File: src/hw/rtl/aia_pkg.sv
// Shared types, operation codes and the control store for the accumulator ALU.
// Used by aia_mul, aia_div and accumulator_integer_alu_top; depends on nothing.
package aia_pkg;

	// Default operand width and the multiplier slice handled per cycle
	localparam int DATA_WIDTH = 32;
	localparam int MUL_CHUNK  = 16;

	// Operation codes carried in the low bits of s_tuser
	localparam logic [2:0] OP_ADD = 3'd0;
	localparam logic [2:0] OP_SUB = 3'd1;
	localparam logic [2:0] OP_MUL = 3'd2;
	localparam logic [2:0] OP_DIV = 3'd3;
	localparam logic [2:0] OP_REM = 3'd4;
	localparam logic [2:0] OP_POW = 3'd5;

	// Datapath action of one control word; it takes effect when the step completes
	typedef enum logic [3:0] {
		A_NONE,
		A_SIMPLE,
		A_MUL_START_AB,
		A_MUL_TAKE,
		A_POW_INIT,
		A_POW_DONE,
		A_POW_ACC_START,
		A_POW_ACC_TAKE,
		A_POW_SQ_START,
		A_POW_SQ_TAKE,
		A_DIV_START,
		A_DIV_TAKE,
		A_EMIT
	} act_t;

	// Conditions a control word can test, for holding the step or for a jump
	typedef enum logic [3:0] {
		C_NEVER,
		C_ALWAYS,
		C_NO_ITEM,
		C_OP_SIMPLE,
		C_OP_DIVREM,
		C_OP_POW,
		C_MUL_BUSY,
		C_DIV_BUSY,
		C_EXP_ZERO,
		C_EXP_LSB_CLR,
		C_OUT_FULL
	} cond_t;

	localparam int UPC_W = 4;

	typedef struct packed {
		act_t              act;
		cond_t             hold_c;
		cond_t             jump_c;
		logic [UPC_W-1:0]  target;
	} uword_t;

	// Step addresses of the microprogram
	localparam logic [UPC_W-1:0] UPC_IDLE = UPC_W'(0);
	localparam logic [UPC_W-1:0] UPC_DEC0 = UPC_W'(1);
	localparam logic [UPC_W-1:0] UPC_DEC1 = UPC_W'(2);
	localparam logic [UPC_W-1:0] UPC_DEC2 = UPC_W'(3);
	localparam logic [UPC_W-1:0] UPC_MULS = UPC_W'(4);
	localparam logic [UPC_W-1:0] UPC_MULW = UPC_W'(5);
	localparam logic [UPC_W-1:0] UPC_PTST = UPC_W'(6);
	localparam logic [UPC_W-1:0] UPC_PBIT = UPC_W'(7);
	localparam logic [UPC_W-1:0] UPC_PMS  = UPC_W'(8);
	localparam logic [UPC_W-1:0] UPC_PMW  = UPC_W'(9);
	localparam logic [UPC_W-1:0] UPC_PSS  = UPC_W'(10);
	localparam logic [UPC_W-1:0] UPC_PSW  = UPC_W'(11);
	localparam logic [UPC_W-1:0] UPC_DIVS = UPC_W'(12);
	localparam logic [UPC_W-1:0] UPC_DIVW = UPC_W'(13);
	localparam logic [UPC_W-1:0] UPC_EMIT = UPC_W'(14);

	function automatic uword_t uword(input act_t act, input cond_t hold_c,
			input cond_t jump_c, input logic [UPC_W-1:0] target);
		uword_t w;
		w.act    = act;
		w.hold_c = hold_c;
		w.jump_c = jump_c;
		w.target = target;
		return w;
	endfunction

	// Control store: hold while hold_c, else jump to target on jump_c, else step on
	function automatic uword_t ucode_rom(input logic [UPC_W-1:0] upc);
		uword_t w;
		case (upc)
			UPC_IDLE: w = uword(A_NONE,          C_NO_ITEM,  C_NEVER,       UPC_IDLE);
			UPC_DEC0: w = uword(A_SIMPLE,        C_NEVER,    C_OP_SIMPLE,   UPC_EMIT);
			UPC_DEC1: w = uword(A_NONE,          C_NEVER,    C_OP_DIVREM,   UPC_DIVS);
			UPC_DEC2: w = uword(A_POW_INIT,      C_NEVER,    C_OP_POW,      UPC_PTST);
			UPC_MULS: w = uword(A_MUL_START_AB,  C_NEVER,    C_NEVER,       UPC_IDLE);
			UPC_MULW: w = uword(A_MUL_TAKE,      C_MUL_BUSY, C_ALWAYS,      UPC_EMIT);
			UPC_PTST: w = uword(A_POW_DONE,      C_NEVER,    C_EXP_ZERO,    UPC_EMIT);
			UPC_PBIT: w = uword(A_NONE,          C_NEVER,    C_EXP_LSB_CLR, UPC_PSS);
			UPC_PMS:  w = uword(A_POW_ACC_START, C_NEVER,    C_NEVER,       UPC_IDLE);
			UPC_PMW:  w = uword(A_POW_ACC_TAKE,  C_MUL_BUSY, C_NEVER,       UPC_IDLE);
			UPC_PSS:  w = uword(A_POW_SQ_START,  C_NEVER,    C_NEVER,       UPC_IDLE);
			UPC_PSW:  w = uword(A_POW_SQ_TAKE,   C_MUL_BUSY, C_ALWAYS,      UPC_PTST);
			UPC_DIVS: w = uword(A_DIV_START,     C_NEVER,    C_NEVER,       UPC_IDLE);
			UPC_DIVW: w = uword(A_DIV_TAKE,      C_DIV_BUSY, C_ALWAYS,      UPC_EMIT);
			UPC_EMIT: w = uword(A_EMIT,          C_OUT_FULL, C_ALWAYS,      UPC_IDLE);
			default:  w = uword(A_NONE,          C_NEVER,    C_ALWAYS,      UPC_IDLE);
		endcase
		return w;
	endfunction

endpackage

File: src/hw/rtl/aia_mul.sv
// Iterative multiplier: low DATA_WIDTH bits of x * y, one slice of y per cycle.
// Depends on aia_pkg for the default width and the slice width.
module aia_mul #(
	parameter int DATA_WIDTH = aia_pkg::DATA_WIDTH
) (
	input  logic                  clk,
	input  logic                  arst_n,
	input  logic                  start,
	input  logic [DATA_WIDTH-1:0] x,
	input  logic [DATA_WIDTH-1:0] y,
	output logic                  busy,
	output logic [DATA_WIDTH-1:0] product
);

	localparam int CH    = (DATA_WIDTH < aia_pkg::MUL_CHUNK) ? DATA_WIDTH : aia_pkg::MUL_CHUNK;
	localparam int NCH   = (DATA_WIDTH + CH - 1) / CH;
	localparam int CNT_W = $clog2(NCH + 1);
	localparam int PP_W  = DATA_WIDTH + CH;

	logic [DATA_WIDTH-1:0] mcand_q;
	logic [DATA_WIDTH-1:0] mplier_q;
	logic [DATA_WIDTH-1:0] prod_q;
	logic [CNT_W-1:0]      cnt_q;
	logic [PP_W-1:0]       partial;

	// One partial product of the shifted multiplicand and the current slice
	assign partial = PP_W'(mcand_q) * PP_W'(mplier_q[CH-1:0]);

	// Slice counter
	always_ff @(posedge clk or negedge arst_n) begin
		if (!arst_n) begin
			cnt_q <= '0;
		end else if (start) begin
			cnt_q <= CNT_W'(NCH);
		end else if (cnt_q != '0) begin
			cnt_q <= cnt_q - 1'b1;
		end
	end

	// Accumulate partial products, advance to the next slice
	always_ff @(posedge clk) begin
		if (start) begin
			mcand_q  <= x;
			mplier_q <= y;
			prod_q   <= '0;
		end else if (cnt_q != '0) begin
			prod_q   <= prod_q + partial[DATA_WIDTH-1:0];
			mcand_q  <= mcand_q << CH;
			mplier_q <= mplier_q >> CH;
		end
	end

	assign busy    = (cnt_q != '0);
	assign product = prod_q;

endmodule

File: src/hw/rtl/aia_div.sv
// Restoring divider on unsigned magnitudes: one quotient bit per cycle.
// Depends on aia_pkg for the default width.
module aia_div #(
	parameter int DATA_WIDTH = aia_pkg::DATA_WIDTH
) (
	input  logic                  clk,
	input  logic                  arst_n,
	input  logic                  start,
	input  logic [DATA_WIDTH-1:0] dividend,
	input  logic [DATA_WIDTH-1:0] divisor,
	output logic                  busy,
	output logic [DATA_WIDTH-1:0] quotient,
	output logic [DATA_WIDTH-1:0] remainder
);

	localparam int CNT_W = $clog2(DATA_WIDTH + 1);

	logic [DATA_WIDTH-1:0] rem_q;
	logic [DATA_WIDTH-1:0] quo_q;
	logic [DATA_WIDTH-1:0] dsr_q;
	logic [CNT_W-1:0]      cnt_q;
	logic [DATA_WIDTH-1:0] trial;
	logic [DATA_WIDTH:0]   diff;

	// Shift in the next dividend bit and try the subtraction
	assign trial = {rem_q[DATA_WIDTH-2:0], quo_q[DATA_WIDTH-1]};
	assign diff  = {1'b0, trial} - {1'b0, dsr_q};

	// Bit counter
	always_ff @(posedge clk or negedge arst_n) begin
		if (!arst_n) begin
			cnt_q <= '0;
		end else if (start) begin
			cnt_q <= CNT_W'(DATA_WIDTH);
		end else if (cnt_q != '0) begin
			cnt_q <= cnt_q - 1'b1;
		end
	end

	// Keep the difference when it did not borrow, else restore
	always_ff @(posedge clk) begin
		if (start) begin
			rem_q <= '0;
			quo_q <= dividend;
			dsr_q <= divisor;
		end else if (cnt_q != '0) begin
			if (!diff[DATA_WIDTH]) begin
				rem_q <= diff[DATA_WIDTH-1:0];
				quo_q <= {quo_q[DATA_WIDTH-2:0], 1'b1};
			end else begin
				rem_q <= trial;
				quo_q <= {quo_q[DATA_WIDTH-2:0], 1'b0};
			end
		end
	end

	assign busy      = (cnt_q != '0);
	assign quotient  = quo_q;
	assign remainder = rem_q;

endmodule

File: src/hw/rtl/accumulator_integer_alu_top.sv
// Accumulator ALU: microcoded sequencer over a shared multiplier and bit-serial divider.
// Add, sub and unknown codes go from decode straight to emit; mul and div/rem wait on the
// shared multiplier or the divider, and power squares and multiplies per exponent bit.
// One item at a time: s_tready is high only at the idle step, so a new beat is taken only
// once the emit step of the last item has completed.
// arst_n clears the step counter, the output valid flag and the accumulator to zero.
module accumulator_integer_alu_top #(
	parameter int DATA_WIDTH = aia_pkg::DATA_WIDTH
) (
	input  logic                     clk,
	input  logic                     arst_n,
	input  logic                     s_tvalid,
	output logic                     s_tready,
	// s_tdata: left_value, right_value, zero padding
	input  logic [((2*DATA_WIDTH+7)/8)*8-1:0] s_tdata,
	// s_tuser: operation [2:0], chain [3]
	input  logic [3:0]               s_tuser,
	output logic                     m_tvalid,
	input  logic                     m_tready,
	// m_tdata: result, zero padding
	output logic [((DATA_WIDTH+7)/8)*8-1:0] m_tdata,
	// m_tuser: divide_error
	output logic [0:0]               m_tuser
);

	localparam int W     = DATA_WIDTH;
	localparam int OUT_W = ((DATA_WIDTH + 7) / 8) * 8;

	logic [aia_pkg::UPC_W-1:0] upc_q;
	logic [aia_pkg::UPC_W-1:0] upc_next;
	aia_pkg::uword_t           uw;
	logic                      hold_hit;
	logic                      jump_hit;
	logic                      act_en;
	logic                      in_fire;

	logic [2:0]   op_q;
	logic [W-1:0] a_q;
	logic [W-1:0] b_q;
	logic [W-1:0] res_q;
	logic         err_q;
	logic [W-1:0] last_q;
	logic [W-1:0] acc_q;
	logic [W-1:0] sq_q;
	logic [W-1:0] exp_q;
	logic         out_valid_q;
	logic [W-1:0] out_result_q;
	logic         out_err_q;

	logic         mul_start;
	logic [W-1:0] mul_x;
	logic [W-1:0] mul_y;
	logic         mul_busy;
	logic [W-1:0] mul_prod;
	logic         div_start;
	logic         div_busy;
	logic [W-1:0] div_quo;
	logic [W-1:0] div_rem;
	logic [W-1:0] a_mag;
	logic [W-1:0] b_mag;

	function automatic logic cond_met(input aia_pkg::cond_t c, input logic [2:0] op,
			input logic item, input logic mbusy, input logic dbusy,
			input logic [W-1:0] expo, input logic ofull);
		logic r;
		case (c)
			aia_pkg::C_NEVER:       r = 1'b0;
			aia_pkg::C_ALWAYS:      r = 1'b1;
			aia_pkg::C_NO_ITEM:     r = !item;
			aia_pkg::C_OP_SIMPLE:   r = !(op inside {aia_pkg::OP_MUL, aia_pkg::OP_DIV,
			                                         aia_pkg::OP_REM, aia_pkg::OP_POW});
			aia_pkg::C_OP_DIVREM:   r = (op inside {aia_pkg::OP_DIV, aia_pkg::OP_REM});
			aia_pkg::C_OP_POW:      r = (op == aia_pkg::OP_POW);
			aia_pkg::C_MUL_BUSY:    r = mbusy;
			aia_pkg::C_DIV_BUSY:    r = dbusy;
			aia_pkg::C_EXP_ZERO:    r = (expo == '0);
			aia_pkg::C_EXP_LSB_CLR: r = !expo[0];
			aia_pkg::C_OUT_FULL:    r = ofull;
			default:                r = 1'b0;
		endcase
		return r;
	endfunction

	// Fetch the control word and work out the next step
	always_comb begin
		uw       = aia_pkg::ucode_rom(upc_q);
		hold_hit = cond_met(uw.hold_c, op_q, s_tvalid, mul_busy, div_busy, exp_q,
		                    out_valid_q && !m_tready);
		jump_hit = cond_met(uw.jump_c, op_q, s_tvalid, mul_busy, div_busy, exp_q,
		                    out_valid_q && !m_tready);
		act_en   = !hold_hit;
		if (hold_hit) begin
			upc_next = upc_q;
		end else if (jump_hit) begin
			upc_next = uw.target;
		end else begin
			upc_next = upc_q + 1'b1;
		end
	end

	assign s_tready = (upc_q == aia_pkg::UPC_IDLE);
	assign in_fire  = s_tvalid && s_tready;

	// Step counter, output valid flag and the accumulator
	always_ff @(posedge clk or negedge arst_n) begin
		if (!arst_n) begin
			upc_q       <= aia_pkg::UPC_IDLE;
			out_valid_q <= 1'b0;
			last_q      <= '0;
		end else begin
			upc_q <= upc_next;
			if (act_en && uw.act == aia_pkg::A_EMIT) begin
				out_valid_q <= 1'b1;
				last_q      <= res_q;
			end else if (m_tready) begin
				out_valid_q <= 1'b0;
			end
		end
	end

	// Operand magnitudes for the divider
	assign a_mag = a_q[W-1] ? -a_q : a_q;
	assign b_mag = b_q[W-1] ? -b_q : b_q;

	// Multiplier operand selection and start strobes
	always_comb begin
		case (uw.act)
			aia_pkg::A_POW_ACC_START: begin
				mul_x = acc_q;
				mul_y = sq_q;
			end
			aia_pkg::A_POW_SQ_START: begin
				mul_x = sq_q;
				mul_y = sq_q;
			end
			default: begin
				mul_x = a_q;
				mul_y = b_q;
			end
		endcase
		mul_start = act_en && (uw.act inside {aia_pkg::A_MUL_START_AB,
		                                      aia_pkg::A_POW_ACC_START,
		                                      aia_pkg::A_POW_SQ_START});
		div_start = act_en && (uw.act == aia_pkg::A_DIV_START);
	end

	// Latch the beat, then run the datapath actions of completed steps
	always_ff @(posedge clk) begin
		if (in_fire) begin
			op_q <= s_tuser[2:0];
			a_q  <= s_tuser[3] ? last_q : s_tdata[W-1:0];
			b_q  <= s_tdata[2*W-1:W];
		end
		if (act_en) begin
			case (uw.act)
				aia_pkg::A_SIMPLE: begin
					err_q <= 1'b0;
					case (op_q)
						aia_pkg::OP_ADD: res_q <= a_q + b_q;
						aia_pkg::OP_SUB: res_q <= a_q - b_q;
						default:         res_q <= last_q;
					endcase
				end
				aia_pkg::A_MUL_TAKE: begin
					res_q <= mul_prod;
					err_q <= 1'b0;
				end
				aia_pkg::A_POW_INIT: begin
					acc_q <= W'(1);
					sq_q  <= a_q;
					exp_q <= b_q[W-1] ? '0 : b_q;
				end
				aia_pkg::A_POW_DONE: begin
					res_q <= acc_q;
					err_q <= 1'b0;
				end
				aia_pkg::A_POW_ACC_TAKE: acc_q <= mul_prod;
				aia_pkg::A_POW_SQ_TAKE: begin
					sq_q  <= mul_prod;
					exp_q <= exp_q >> 1;
				end
				aia_pkg::A_DIV_TAKE: begin
					if (b_q == '0) begin
						res_q <= last_q;
						err_q <= 1'b1;
					end else begin
						err_q <= 1'b0;
						if (op_q == aia_pkg::OP_DIV) begin
							res_q <= (a_q[W-1] ^ b_q[W-1]) ? -div_quo : div_quo;
						end else begin
							res_q <= a_q[W-1] ? -div_rem : div_rem;
						end
					end
				end
				aia_pkg::A_EMIT: begin
					out_result_q <= res_q;
					out_err_q    <= err_q;
				end
				default: ;
			endcase
		end
	end

	aia_mul #(
		.DATA_WIDTH(DATA_WIDTH)
	) u_mul (
		.clk     (clk),
		.arst_n  (arst_n),
		.start   (mul_start),
		.x       (mul_x),
		.y       (mul_y),
		.busy    (mul_busy),
		.product (mul_prod)
	);

	aia_div #(
		.DATA_WIDTH(DATA_WIDTH)
	) u_div (
		.clk       (clk),
		.arst_n    (arst_n),
		.start     (div_start),
		.dividend  (a_mag),
		.divisor   (b_mag),
		.busy      (div_busy),
		.quotient  (div_quo),
		.remainder (div_rem)
	);

	// Output beat
	assign m_tvalid   = out_valid_q;
	assign m_tdata    = OUT_W'(out_result_q);
	assign m_tuser[0] = out_err_q;

endmodule
File: config.mk
export PLATFORM = sky130hd
export DESIGN_NAME = accumulator_integer_alu_top
export DESIGN_NICKNAME = d
export VERILOG_FILES = /design/src/hw/rtl/aia_pkg.sv /design/src/hw/rtl/aia_mul.sv /design/src/hw/rtl/aia_div.sv /design/src/hw/rtl/accumulator_integer_alu_top.sv
export SDC_FILE = /design/constraint.sdc
export NUM_CORES = 2
export LEC_CHECK = 0
export ABC_AREA = 1
export BUFFER_PORTS_ARGS = -buffer_cell sky130_fd_sc_hd__buf_4
export CAP_MARGIN = 20
export CELL_PAD_IN_SITES_DETAIL_PLACEMENT = 0
export CELL_PAD_IN_SITES_GLOBAL_PLACEMENT = 1
export CORE_ASPECT_RATIO = 0.7
export CORE_MARGIN = 3
export CORE_UTILIZATION = 48
export CTS_CLUSTER_SIZE = 16
export DETAILED_ROUTE_END_ITERATION = 16
export PLACE_DENSITY_LB_ADDON = 0.3
export SYNTH_ARGS = -nofsm -noshare
export SYNTH_HDL_FRONTEND = slang
export SYNTH_SLANG_ARGS = --single-unit
export TNS_END_PERCENT = 20
File: constraint.sdc
create_clock -name clk -period 8.2 [get_ports clk]
set_clock_uncertainty 0.2 [all_clocks]
set_input_delay 0 -clock clk [delete_from_list [all_inputs] [get_ports clk]]
set_output_delay 0 -clock clk [all_outputs]
set_load 0.05 [all_outputs]
==> run summary <==
run status: finished, final reports clean
f_max: 0.138 GHz
Crit Path Category: register to register
Die ar.: 0.0897 mm^2
Crit. End Element: register
drt wl/cell: 23.7 um
leading cell type in the layout, fill and taps excluded: nand2_1
slowest stage cell on the critical path: edfxtp_1
Synth area leader: edfxtp_1
Post-Route Setup TNS: 0 ns
die height: 252 um
post-CTS setup buffers: 0
number of global-route vias before repair: 34500
routability cong.: 1.03
Synth Warn #: 0
Initial DRC Count: 5057
final instance area: 0.0461 mm^2
HP Class: register to register
Post-synth EDFFs: 356
Post-DRT Antenna Nets: 0
via density per instance: 5.64
post-CTS resize count: 0
synthesized area: 0.0413 mm^2
Residual DRC: 0
Top cell by count, worst path: fa_1
max_cap viols: 0
CP max FO: 18
busiest metal layer after global routing: met1
post-synthesis async set-or-reset flop share: 9.68%
total track usage: 34.8%
CP top delay family: adder cells
final period utilization: 88.7%
Crit. path cell count: 21
Critical path buffers and inverters: 5
io pins: 107
I/O Buffers: 106
wirelength, routed: 157 mm
Post-Syn Nets: 5865
Nets: 5994
layout cells sized above 1: 6.59%
via count of the routed design: 37300
1st-pass router iterations: 6
flops & latches, synth: 465
Hold Path Stages: 0
top cells by area, synth: edfxtp_1 (26%), fa_1 (16%), nand2_1 (12%), inv_1 (9.0%), ha_1 (4.3%)
critical path's largest stage delay: 1.02 ns
Post-Synthesis Cells: 5314
Req. time, crit path: 8.54 ns
core area: 0.0849 mm^2
worst path cell trace: buf_4 -> nand2_1 -> fa_1 -> inv_1 -> fa_1 -> fa_1 -> fa_1 -> fa_1 -> inv_1 -> fa_1 -> inv_1 -> ha_1 -> nand2_1 -> nor4_1 -> nand4_1 -> nand3_1 -> or2_2 -> nand3_1 -> o21ai_0 -> nand2_1 -> inv_1
Final min period: 7.27 ns
met3 usage: 11.9%
CTS tree: yes
H-tree depth: 2
count of cell types in the netlist: 58
CTS Buffer Depth: 3
Pins Over Slew Limit: 0
first-pass GRT wire length: 230 mm
R2R depth: 21
Skew-Pair Late Insertion Delay: 0.61 ns
Placed Area: 0.0430 mm^2
total CTS buffers: 46
Die X-Extent: 357 um
Worst-Margin Slew: 1.16 ns
worst path arrival time: 7.61 ns
setup violators final: 0
Slew headroom: 21.5%
Ant. Diodes: 0
Reg clk slew, reported paths: 0.07 ns
Yosys top cell area share: 25.9%
pin count of the biggest net entering global routing: 78
Cell Count, Final, Fillers Out: 6617
area delta synth->final: 11.6%
most frequent cells in the layout: nand2_1 (1328), inv_1 (990), nor2_1 (365)
endpoints failing hold: 0
dpl cells: 6384
Sink Count: 465
Clock Tree Root: clkbuf_16
met2 Track Usage GR: 44.3%
met1 usage in global routing: 56.5%
RSZ-0062 raised after global routing: false
Congestion Overflow GR: 0
Syn Area/Cell: 7.78 um^2
startpoint types: register
initial antenna violation count: 3
ys flop type: edfxtp_1
sequential-to-total area share from yosys stat: 31.7%
Rows: 89
Initial Utilization: 48.7%
post-DP HPWL: 125 mm
[synthesized netlist by cell type, types with 12 or more instances]
cell / number
edfxtp_1: 356
nand2_1: 1329
nor2_1: 368
o21ai_0: 353
nor3_1: 47
a221oi_1: 14
nand2_2: 14
ha_1: 143
a21o_1: 12
o22ai_1: 29
a31oi_1: 22
dfrtp_1: 45
buf_2: 50
fa_1: 336
nand3_1: 273
or2_2: 19
mux2_2: 25
xor2_1: 89
dfxtp_1: 64
inv_2: 22
nand4_1: 67
inv_1: 990
o21ai_1: 81
clkbuf_1: 145
xnor2_1: 26
nand3b_1: 17
a21oi_1: 213
o211ai_1: 32
o21bai_1: 16
[layout make-up]
class	instances	area, um^2
timing repair buffer	305	2710
tap	1137	1420
sequential	465	13100
inverter	1013	3800
clock buffer	55	1270
clock inverter	30	335
fill	8075	38700
multi-input combinational	3612	23500
[through the flow]
stage | hold slack, ns | setup WS (ns) | utilization (%)
floorplan | -0.496 | 2.21 | -
global placement | -0.0759 | 1.16 | 50.7
detailed placement | -0.0824 | 1.22 | 50.7
CTS | 0.251 | 1.17 | 54.3
global route | 0.268 | 0.726 | 54.4
finish | 0.250 | 0.928 | 54.4
[cells by family (layout without fill, tap and decap cells)]
group / after synthesis / count (layout) / synth area share (%)
xor gates and xnor gates: 115 / 115 / 2.44
and+or+nand+nor: 2170 / 2170 / 21.9
muxes: 29 / 29 / 0.778
DFF: 465 / 465 / 31.7
buffers and inverters: 1237 / 1403 / 11.7
adders and majority gates: 479 / 479 / 20.6
AOI/OAI and AO/OA: 819 / 819 / 10.9
[path summary, 6_finish.rpt]
check	start	endpoint	slack, ns
min in group asynchronous	arst_n	last_q[28]	0.29
max reg2reg	u_mul.mplier_q[8]	u_mul.product[22]	0.93
min reg2reg	res_q[20]	m_tdata[20]	0.25
max	u_mul.mplier_q[8]	u_mul.product[22]	0.93
min	res_q[20]	m_tdata[20]	0.25
max in group asynchronous	arst_n	upc_q[3]	7.22
[metal layers]
metal	part of all wire (%)	vias to the layer above
met3	15	144
li1	-	17100
met1	47	17900
met5	0	-
met2	37	2085
met4	1.6	0
[timing repair]
action,CTS,global route
hold buffers,146,0
setup endpoints to repair,0,0
hold endpoints to repair,145,0
Power is left out: the tool's default activity adds up to more than one toggle a clock period on the data nets, which glitch-free logic cannot reach.
